===== src/rtl/tama_pkg.sv =====
// shared constants and types for the three-axis moving average unit
`timescale 1ns / 1ps
`default_nettype none
package tama_pkg;

	localparam int DATA_W     = 32;
	localparam int AXES       = 3;
	localparam int COUNT_W    = 3;
	localparam int WINDOW_DEF = 5;

	typedef struct packed {
		logic busy;
		logic done;
	} div_stat_t;

endpackage
`default_nettype wire


===== src/rtl/three_axis_moving_average_unit.sv =====
// top level of the three-axis moving average unit
`timescale 1ns / 1ps
`default_nettype none
// Takes one (x, y, z) request and returns the per-axis mean of the last
// WINDOW samples, truncated toward zero, with the number of samples used.
// The ring of samples sits in one ram of three 32-bit lanes; a request is
// read, updated and written back in order, so no forwarding is needed.
// The mean is formed by three bit-serial dividers, one bit a cycle, on
// sums of SUM_W = 32 + clog2(WINDOW) bits. The next request is taken as
// soon as the result has moved to the output register, while it waits to
// be taken, so the unit takes no new request while a division runs.
module three_axis_moving_average_unit #(
	parameter int WINDOW = tama_pkg::WINDOW_DEF
) (
	input  logic                                clk,
	input  logic                                arst_n,
	input  logic                                sample_valid,
	output logic                                sample_ready,
	input  logic signed [tama_pkg::DATA_W-1:0]  x_sample,
	input  logic signed [tama_pkg::DATA_W-1:0]  y_sample,
	input  logic signed [tama_pkg::DATA_W-1:0]  z_sample,
	output logic                                result_valid,
	input  logic                                result_ready,
	output logic signed [tama_pkg::DATA_W-1:0]  avg_x,
	output logic signed [tama_pkg::DATA_W-1:0]  avg_y,
	output logic signed [tama_pkg::DATA_W-1:0]  avg_z,
	output logic [tama_pkg::COUNT_W-1:0]        fill_count
);
	import tama_pkg::*;

	localparam int SLOT_W = (WINDOW > 1) ? $clog2(WINDOW) : 1;
	localparam int CNT_W  = $clog2(WINDOW + 1);
	localparam int SUM_W  = DATA_W + $clog2(WINDOW);
	localparam int ROW_W  = AXES * DATA_W;

	localparam logic [2:0] ST_IDLE  = 3'd0;
	localparam logic [2:0] ST_READ  = 3'd1;
	localparam logic [2:0] ST_START = 3'd2;
	localparam logic [2:0] ST_WAIT  = 3'd3;

	logic [2:0]              state_q;
	logic [SLOT_W-1:0]       slot_q;
	logic [CNT_W-1:0]        filled_q;
	logic signed [SUM_W-1:0] sum_q [AXES];
	logic signed [DATA_W-1:0] samp_q [AXES];
	logic [ROW_W-1:0]        rd_row;
	logic [ROW_W-1:0]        wr_row;
	logic                    full;
	logic                    accept;
	logic                    ram_we;
	logic                    div_start;
	logic [DATA_W-1:0]       quot [AXES];
	div_stat_t               stat [AXES];
	logic                    all_done;
	logic                    load_out;
	logic signed [SUM_W-1:0] next_sum [AXES];

	assign sample_ready = (state_q == ST_IDLE);
	assign accept       = sample_valid && sample_ready;
	assign full         = (filled_q == CNT_W'(WINDOW));
	assign ram_we       = (state_q == ST_READ);
	assign div_start    = (state_q == ST_START);
	assign all_done     = stat[0].done && stat[1].done && stat[2].done;
	assign load_out     = (state_q == ST_WAIT) && all_done && (!result_valid || result_ready);
	assign wr_row       = {samp_q[2], samp_q[1], samp_q[0]};

	always_comb begin
		for (int a = 0; a < AXES; a++) begin
			next_sum[a] = sum_q[a] + SUM_W'(samp_q[a]);
			if (full) begin
				next_sum[a] = next_sum[a]
					- SUM_W'($signed(rd_row[a*DATA_W +: DATA_W]));
			end
		end
	end

	tama_ram #(
		.WIDTH (ROW_W),
		.DEPTH (WINDOW),
		.AW    (SLOT_W)
	) u_ring (
		.clk   (clk),
		.we    (ram_we),
		.waddr (slot_q),
		.wdata (wr_row),
		.raddr (slot_q),
		.rdata (rd_row)
	);

	for (genvar g = 0; g < AXES; g++) begin : g_div
		tama_div #(
			.SUM_W (SUM_W),
			.CNT_W (CNT_W)
		) u_div (
			.clk      (clk),
			.arst_n   (arst_n),
			.start    (div_start),
			.dividend (sum_q[g]),
			.divisor  (filled_q),
			.stat     (stat[g]),
			.quotient (quot[g])
		);
	end

	always_ff @(posedge clk or negedge arst_n) begin
		if (!arst_n) begin
			state_q      <= ST_IDLE;
			slot_q       <= '0;
			filled_q     <= '0;
			result_valid <= 1'b0;
			for (int a = 0; a < AXES; a++) begin
				sum_q[a] <= '0;
			end
		end else begin
			if (load_out) begin
				result_valid <= 1'b1;
			end else if (result_valid && result_ready) begin
				result_valid <= 1'b0;
			end
			unique case (state_q)
				ST_IDLE: begin
					if (accept) begin
						state_q <= ST_READ;
					end
				end
				ST_READ: begin
					for (int a = 0; a < AXES; a++) begin
						sum_q[a] <= next_sum[a];
					end
					slot_q <= (slot_q == SLOT_W'(WINDOW - 1)) ? '0 : slot_q + SLOT_W'(1);
					if (!full) begin
						filled_q <= filled_q + CNT_W'(1);
					end
					state_q <= ST_START;
				end
				ST_START: begin
					state_q <= ST_WAIT;
				end
				ST_WAIT: begin
					if (load_out) begin
						state_q <= ST_IDLE;
					end
				end
				default: begin
					state_q <= ST_IDLE;
				end
			endcase
		end
	end

	always_ff @(posedge clk) begin
		if (accept) begin
			samp_q[0] <= x_sample;
			samp_q[1] <= y_sample;
			samp_q[2] <= z_sample;
		end
		if (load_out) begin
			avg_x      <= quot[0];
			avg_y      <= quot[1];
			avg_z      <= quot[2];
			fill_count <= COUNT_W'(filled_q);
		end
	end

endmodule
`default_nettype wire


===== src/rtl/tama_ram.sv =====
// generic simple dual-port ram with registered read
`timescale 1ns / 1ps
`default_nettype none
module tama_ram #(
	parameter int WIDTH = 32,
	parameter int DEPTH = 8,
	parameter int AW    = (DEPTH > 1) ? $clog2(DEPTH) : 1
) (
	input  logic             clk,
	input  logic             we,
	input  logic [AW-1:0]    waddr,
	input  logic [WIDTH-1:0] wdata,
	input  logic [AW-1:0]    raddr,
	output logic [WIDTH-1:0] rdata
);

	logic [WIDTH-1:0] mem [DEPTH];

	always_ff @(posedge clk) begin
		if (we) begin
			mem[waddr] <= wdata;
		end
		rdata <= mem[raddr];
	end

endmodule
`default_nettype wire


===== src/rtl/tama_div.sv =====
// bit-serial signed divider, truncating toward zero, small unsigned divisor
`timescale 1ns / 1ps
`default_nettype none
module tama_div #(
	parameter int SUM_W = 35,
	parameter int CNT_W = 3
) (
	input  logic                    clk,
	input  logic                    arst_n,
	input  logic                    start,
	input  logic signed [SUM_W-1:0] dividend,
	input  logic [CNT_W-1:0]        divisor,
	output tama_pkg::div_stat_t     stat,
	output logic [tama_pkg::DATA_W-1:0] quotient
);
	import tama_pkg::*;

	localparam int STEP_W = $clog2(SUM_W + 1);

	logic              busy_q;
	logic              done_q;
	logic              neg_q;
	logic [SUM_W-1:0]  mag_q;
	logic [CNT_W-1:0]  rem_q;
	logic [CNT_W-1:0]  div_q;
	logic [STEP_W-1:0] step_q;
	logic [CNT_W:0]    trial;
	logic              fits;
	logic [CNT_W:0]    diff;
	logic [SUM_W-1:0]  signed_q;

	assign trial = {rem_q, mag_q[SUM_W-1]};
	assign fits  = trial >= {1'b0, div_q};
	assign diff  = trial - {1'b0, div_q};

	always_ff @(posedge clk or negedge arst_n) begin
		if (!arst_n) begin
			busy_q <= 1'b0;
			done_q <= 1'b0;
			step_q <= '0;
		end else if (start) begin
			busy_q <= 1'b1;
			done_q <= 1'b0;
			step_q <= STEP_W'(SUM_W);
		end else if (busy_q) begin
			step_q <= step_q - STEP_W'(1);
			if (step_q == STEP_W'(1)) begin
				busy_q <= 1'b0;
				done_q <= 1'b1;
			end
		end
	end

	always_ff @(posedge clk) begin
		if (start) begin
			neg_q <= dividend[SUM_W-1];
			mag_q <= dividend[SUM_W-1] ? -dividend : dividend;
			rem_q <= '0;
			div_q <= divisor;
		end else if (busy_q) begin
			mag_q <= {mag_q[SUM_W-2:0], fits};
			rem_q <= fits ? diff[CNT_W-1:0] : trial[CNT_W-1:0];
		end
	end

	assign signed_q  = neg_q ? -mag_q : mag_q;
	assign quotient  = signed_q[DATA_W-1:0];
	assign stat.busy = busy_q;
	assign stat.done = done_q;

endmodule
`default_nettype wire


===== config.mk =====
export PLATFORM = sky130hd
export DESIGN_NAME = three_axis_moving_average_unit
export DESIGN_NICKNAME = d
export VERILOG_FILES = /design/src/rtl/tama_pkg.sv /design/src/rtl/three_axis_moving_average_unit.sv /design/src/rtl/tama_ram.sv /design/src/rtl/tama_div.sv
export SDC_FILE = /design/constraint.sdc
export NUM_CORES = 2
export LEC_CHECK = 0
export ABC_CLOCK_PERIOD_IN_PS = 13100
export BUFFER_PORTS_ARGS = -buffer_cell sky130_fd_sc_hd__buf_4
export CAP_MARGIN = 40
export CORE_AREA = 2 2 343 345
export CTS_BUF_LIST = sky130_fd_sc_hd__clkbuf_4
export DETAILED_ROUTE_END_ITERATION = 7
export DIE_AREA = 0 0 345 347
export PLACE_DENSITY = 0.63
export SKIP_LAST_GASP = 1
export SYNTH_ARGS = -nofsm -noshare
export SYNTH_HDL_FRONTEND = slang
export SYNTH_SLANG_ARGS = --single-unit

===== constraint.sdc =====
create_clock -name clk -period 13.1 [get_ports clk]
set_input_delay 0 -clock clk [delete_from_list [all_inputs] [get_ports clk]]
set_output_delay 0 -clock clk [all_outputs]
set_load 0.02 [all_outputs]

==> results.cfg <==
[die]
die_w_um = 345
core_area_mm2 = 0.116
initial_core_util_pct = 44.8
rows = 125
die_area_mm2 = 0.120
chipHeight_um = 347
io_pins = 201

[timing]
skew_ns = 0.109
rsz0062_at_grt = no
fin_setup_tns_ns = 0
layout_worst_path_cycle_share_pct = 44.9
min_period_ns = 5.88
slew_headroom_pct = 39.4
setup_viol = 0
max_freq_mhz = 170
hold_violations = 0
slew_violations = 0
worstMarginPinSlew_ns = 0.909

[synthesis]
synth_cell_types = 78
ys.flop_type = edfxtp_1
synth_cells = 4279
ys_seq_area_share_pct = 56.2
syn_area_per_cell_um2 = 12.1
syn_area_mm2 = 0.0519
synth_seq_cells = 1029
ys_warn_count = 0
syn-num-nets = 4621
ys_async_sr_fraction_pct = 13.4
synth_edf_count = 786

[placement]
port-buffer-count = 200
gp_congestion = 0.945
dp_hpwl_um = 90900

[clock_tree]
path_clk_slew_ns = 0.07
htree_levels = 5
numCtsBuffers = 297
cts-root-buf = clkbuf_4
cts.sinks = 1029
clk_path_buf_depth = 4
cts_tree = yes
post_cts_buffers = 0
clk_latency_ns = 1.14
cts_resized = 0
hold_buffers = 254

[finish]
syn2layout_area_growth_pct = 18.6
drive_above_1_share_pct = 18.6
fillers = 10100
final_nets = 5255

[drt]
vias = 36700
routed_via_density = 5.52
dr_wl_met3_um = 10000
drc = 0
top_layer_used = met5
drtIter0Drc = 2779
wl_per_cell_um = 20.1
drt.antenna.violating_nets = 0
drt_wl_total_um = 134000
wl_met2_um = 59000
drt-met1-wl_um = 62000
drt-pass1-iter-count = 6

[global_route]
track_usage_pct = 22.2
grt_pass1_wl_um = 208000
antenna_found_initial = 8
grt.overflow.total = 0
first_global_vias = 36500
grt_max_degree = 77

[setup_path]
crit_type = register to register
worst_setup_path_end_kind = register
critPathMaxFanout = 8
crit_arrival_ns = 6.85
cp.required_ns = 14.08
start_kind = register

[job]
drv_cap = 0

[run_status]
status = completed

[hold_path]
min_path_type = input pin to register
per-layer routing:
metal | vias to the layer above | GRT usage (%)
met5 | - | 0
met4 | 4 | 7.29
met3 | 186 | 5.72
met2 | 1151 | 33.6
met1 | 17800 | 31.2
li1 | 17500 | -
cells in the mapped netlist (all sizes together), types with 106 or more instances:
cell type / count / area share (%)
a21o: 131 / 1.9
a21oi: 364 / 3.5
clkbuf: 145 / 1.0
dfrtp: 138 / 6.7
edfxtp: 786 / 46
ha: 233 / 5.6
inv: 212 / 1.5
mux2: 106 / 2.3
nand2: 247 / 1.8
nor2: 339 / 2.5
o21ai: 206 / 2.0
xnor2: 220 / 3.7
xor2: 146 / 2.5
final timing paths:
path	slack (ns)	cells past startpoint	startpoint	end
worst min-delay path	0.13	3	x_sample[1]	samp_q[0][1]$_DFFE_PP_
worst min register to register	0.40	1	u_ring.mem[4][62]$_DFFE_PP_	u_ring.rdata[62]$_DFF_P_
worst max-delay path	7.22	20	samp_q[0][70]$_DFFE_PP_	sum_q[34]$_DFFE_PN0P_
max in group asynchronous	10.92	6	arst_n	sum_q[1]$_DFFE_PN0P_
min in group asynchronous	0.42	4	arst_n	sum_q[72]$_DFFE_PN0P_
worst max register to register	7.22	20	samp_q[0][70]$_DFFE_PP_	sum_q[34]$_DFFE_PN0P_
cells by family after synthesis:
group	count (synthesis)	synth area share [%]
xor+xnor	367	6.22
simple gates	957	8.79
compound gates	1085	13.3
buf+inv	380	2.75
mux	219	6.80
fa+ha+maj	242	5.97
flops	1029	56.2
through the flow:
step | utilization (%) | cell area [um2] | instances | hold slack (ns) | setup slack, ns
global route | 53.2 | 61500 | 6643 | 0.0653 | 6.74
finish | 53.2 | 61500 | 6644 | 0.133 | 7.22
CTS | 53.2 | 61500 | 6642 | 0.000558 | 7.29
floorplan | - | 51900 | 4279 | -0.296 | 1.94
global placement | 47.5 | 55000 | 5870 | 0.149 | 7.37
detailed placement | 47.8 | 55300 | 5884 | -0.194 | 7.26
layout make-up:
| type | instances | area, um2 | area share (%) |
|---|---|---|---|
| repair buffers | 503 | 4600 | 7.48 |
| well taps | 1524 | 1910 | 3.10 |
| flip-flops and latches | 1029 | 29200 | 47.4 |
| multi-input cells | 2870 | 21400 | 34.7 |
| clock buffers | 435 | 3270 | 5.31 |
| diodes | 2 | 5.00 | 0.00813 |
| inverters | 212 | 796 | 1.29 |
| clock inverters | 69 | 415 | 0.675 |
placed cells by master, fill, tap and decap left out, types with 96 or more instances in the layout:
master and count:
a21o_1 131, a21oi_1 363, buf_4 234, clkbuf_4 435
dfrtp_1 135, dfxtp_1 105, dlygate4sd3_1 254, edfxtp_1 786
ha_1 231, inv_1 211, mux2_2 106, mux4_2 96
nand2_1 246, nor2_1 336, o21ai_0 205, xnor2_1 220
xor2_1 146
critical path, stage by stage (launching register included):
cell and delay, ns:
edfxtp_1 0.48, ha_1 0.40, a21oi_1 0.32, o21ai_0 0.13, a221o_1 0.32, a31oi_1 0.52, o21ai_0 0.30, o221ai_1 0.26
nand2_1 0.15, xor2_1 0.18, ha_1 0.38, a21o_1 0.19, a21o_1 0.19, a21oi_1 0.15, o21ai_0 0.13, or3_1 0.33
o2111ai_1 0.35, a211oi_1 0.13, or4b_2 0.67, nand2_1 0.10, xnor2_1 0.06
flip-flops by register name, summed over array words and instances (netlist names):
| name | flops |
|---|---|
| result_valid | 1 |
| avg_y | 32 |
| sum_q | 105 |
| g_div.u_div.rem_q | 9 |
| avg_x | 32 |
| filled_q | 3 |
| fill_count | 3 |
| g_div.u_div.mag_q | 105 |
| u_ring.rdata | 96 |
| samp_q | 96 |
| g_div.u_div.step_q | 18 |
| g_div.u_div.done_q | 3 |
| g_div.u_div.div_q | 3 |
| u_ring.mem | 480 |
| slot_q | 3 |
| state_q | 2 |
| g_div.u_div.busy_q | 3 |
| avg_z | 32 |
| g_div.u_div.neg_q | 3 |
Power is left out: the tool's default activity adds up to more than one toggle a clock period on the data nets, which glitch-free logic cannot reach.
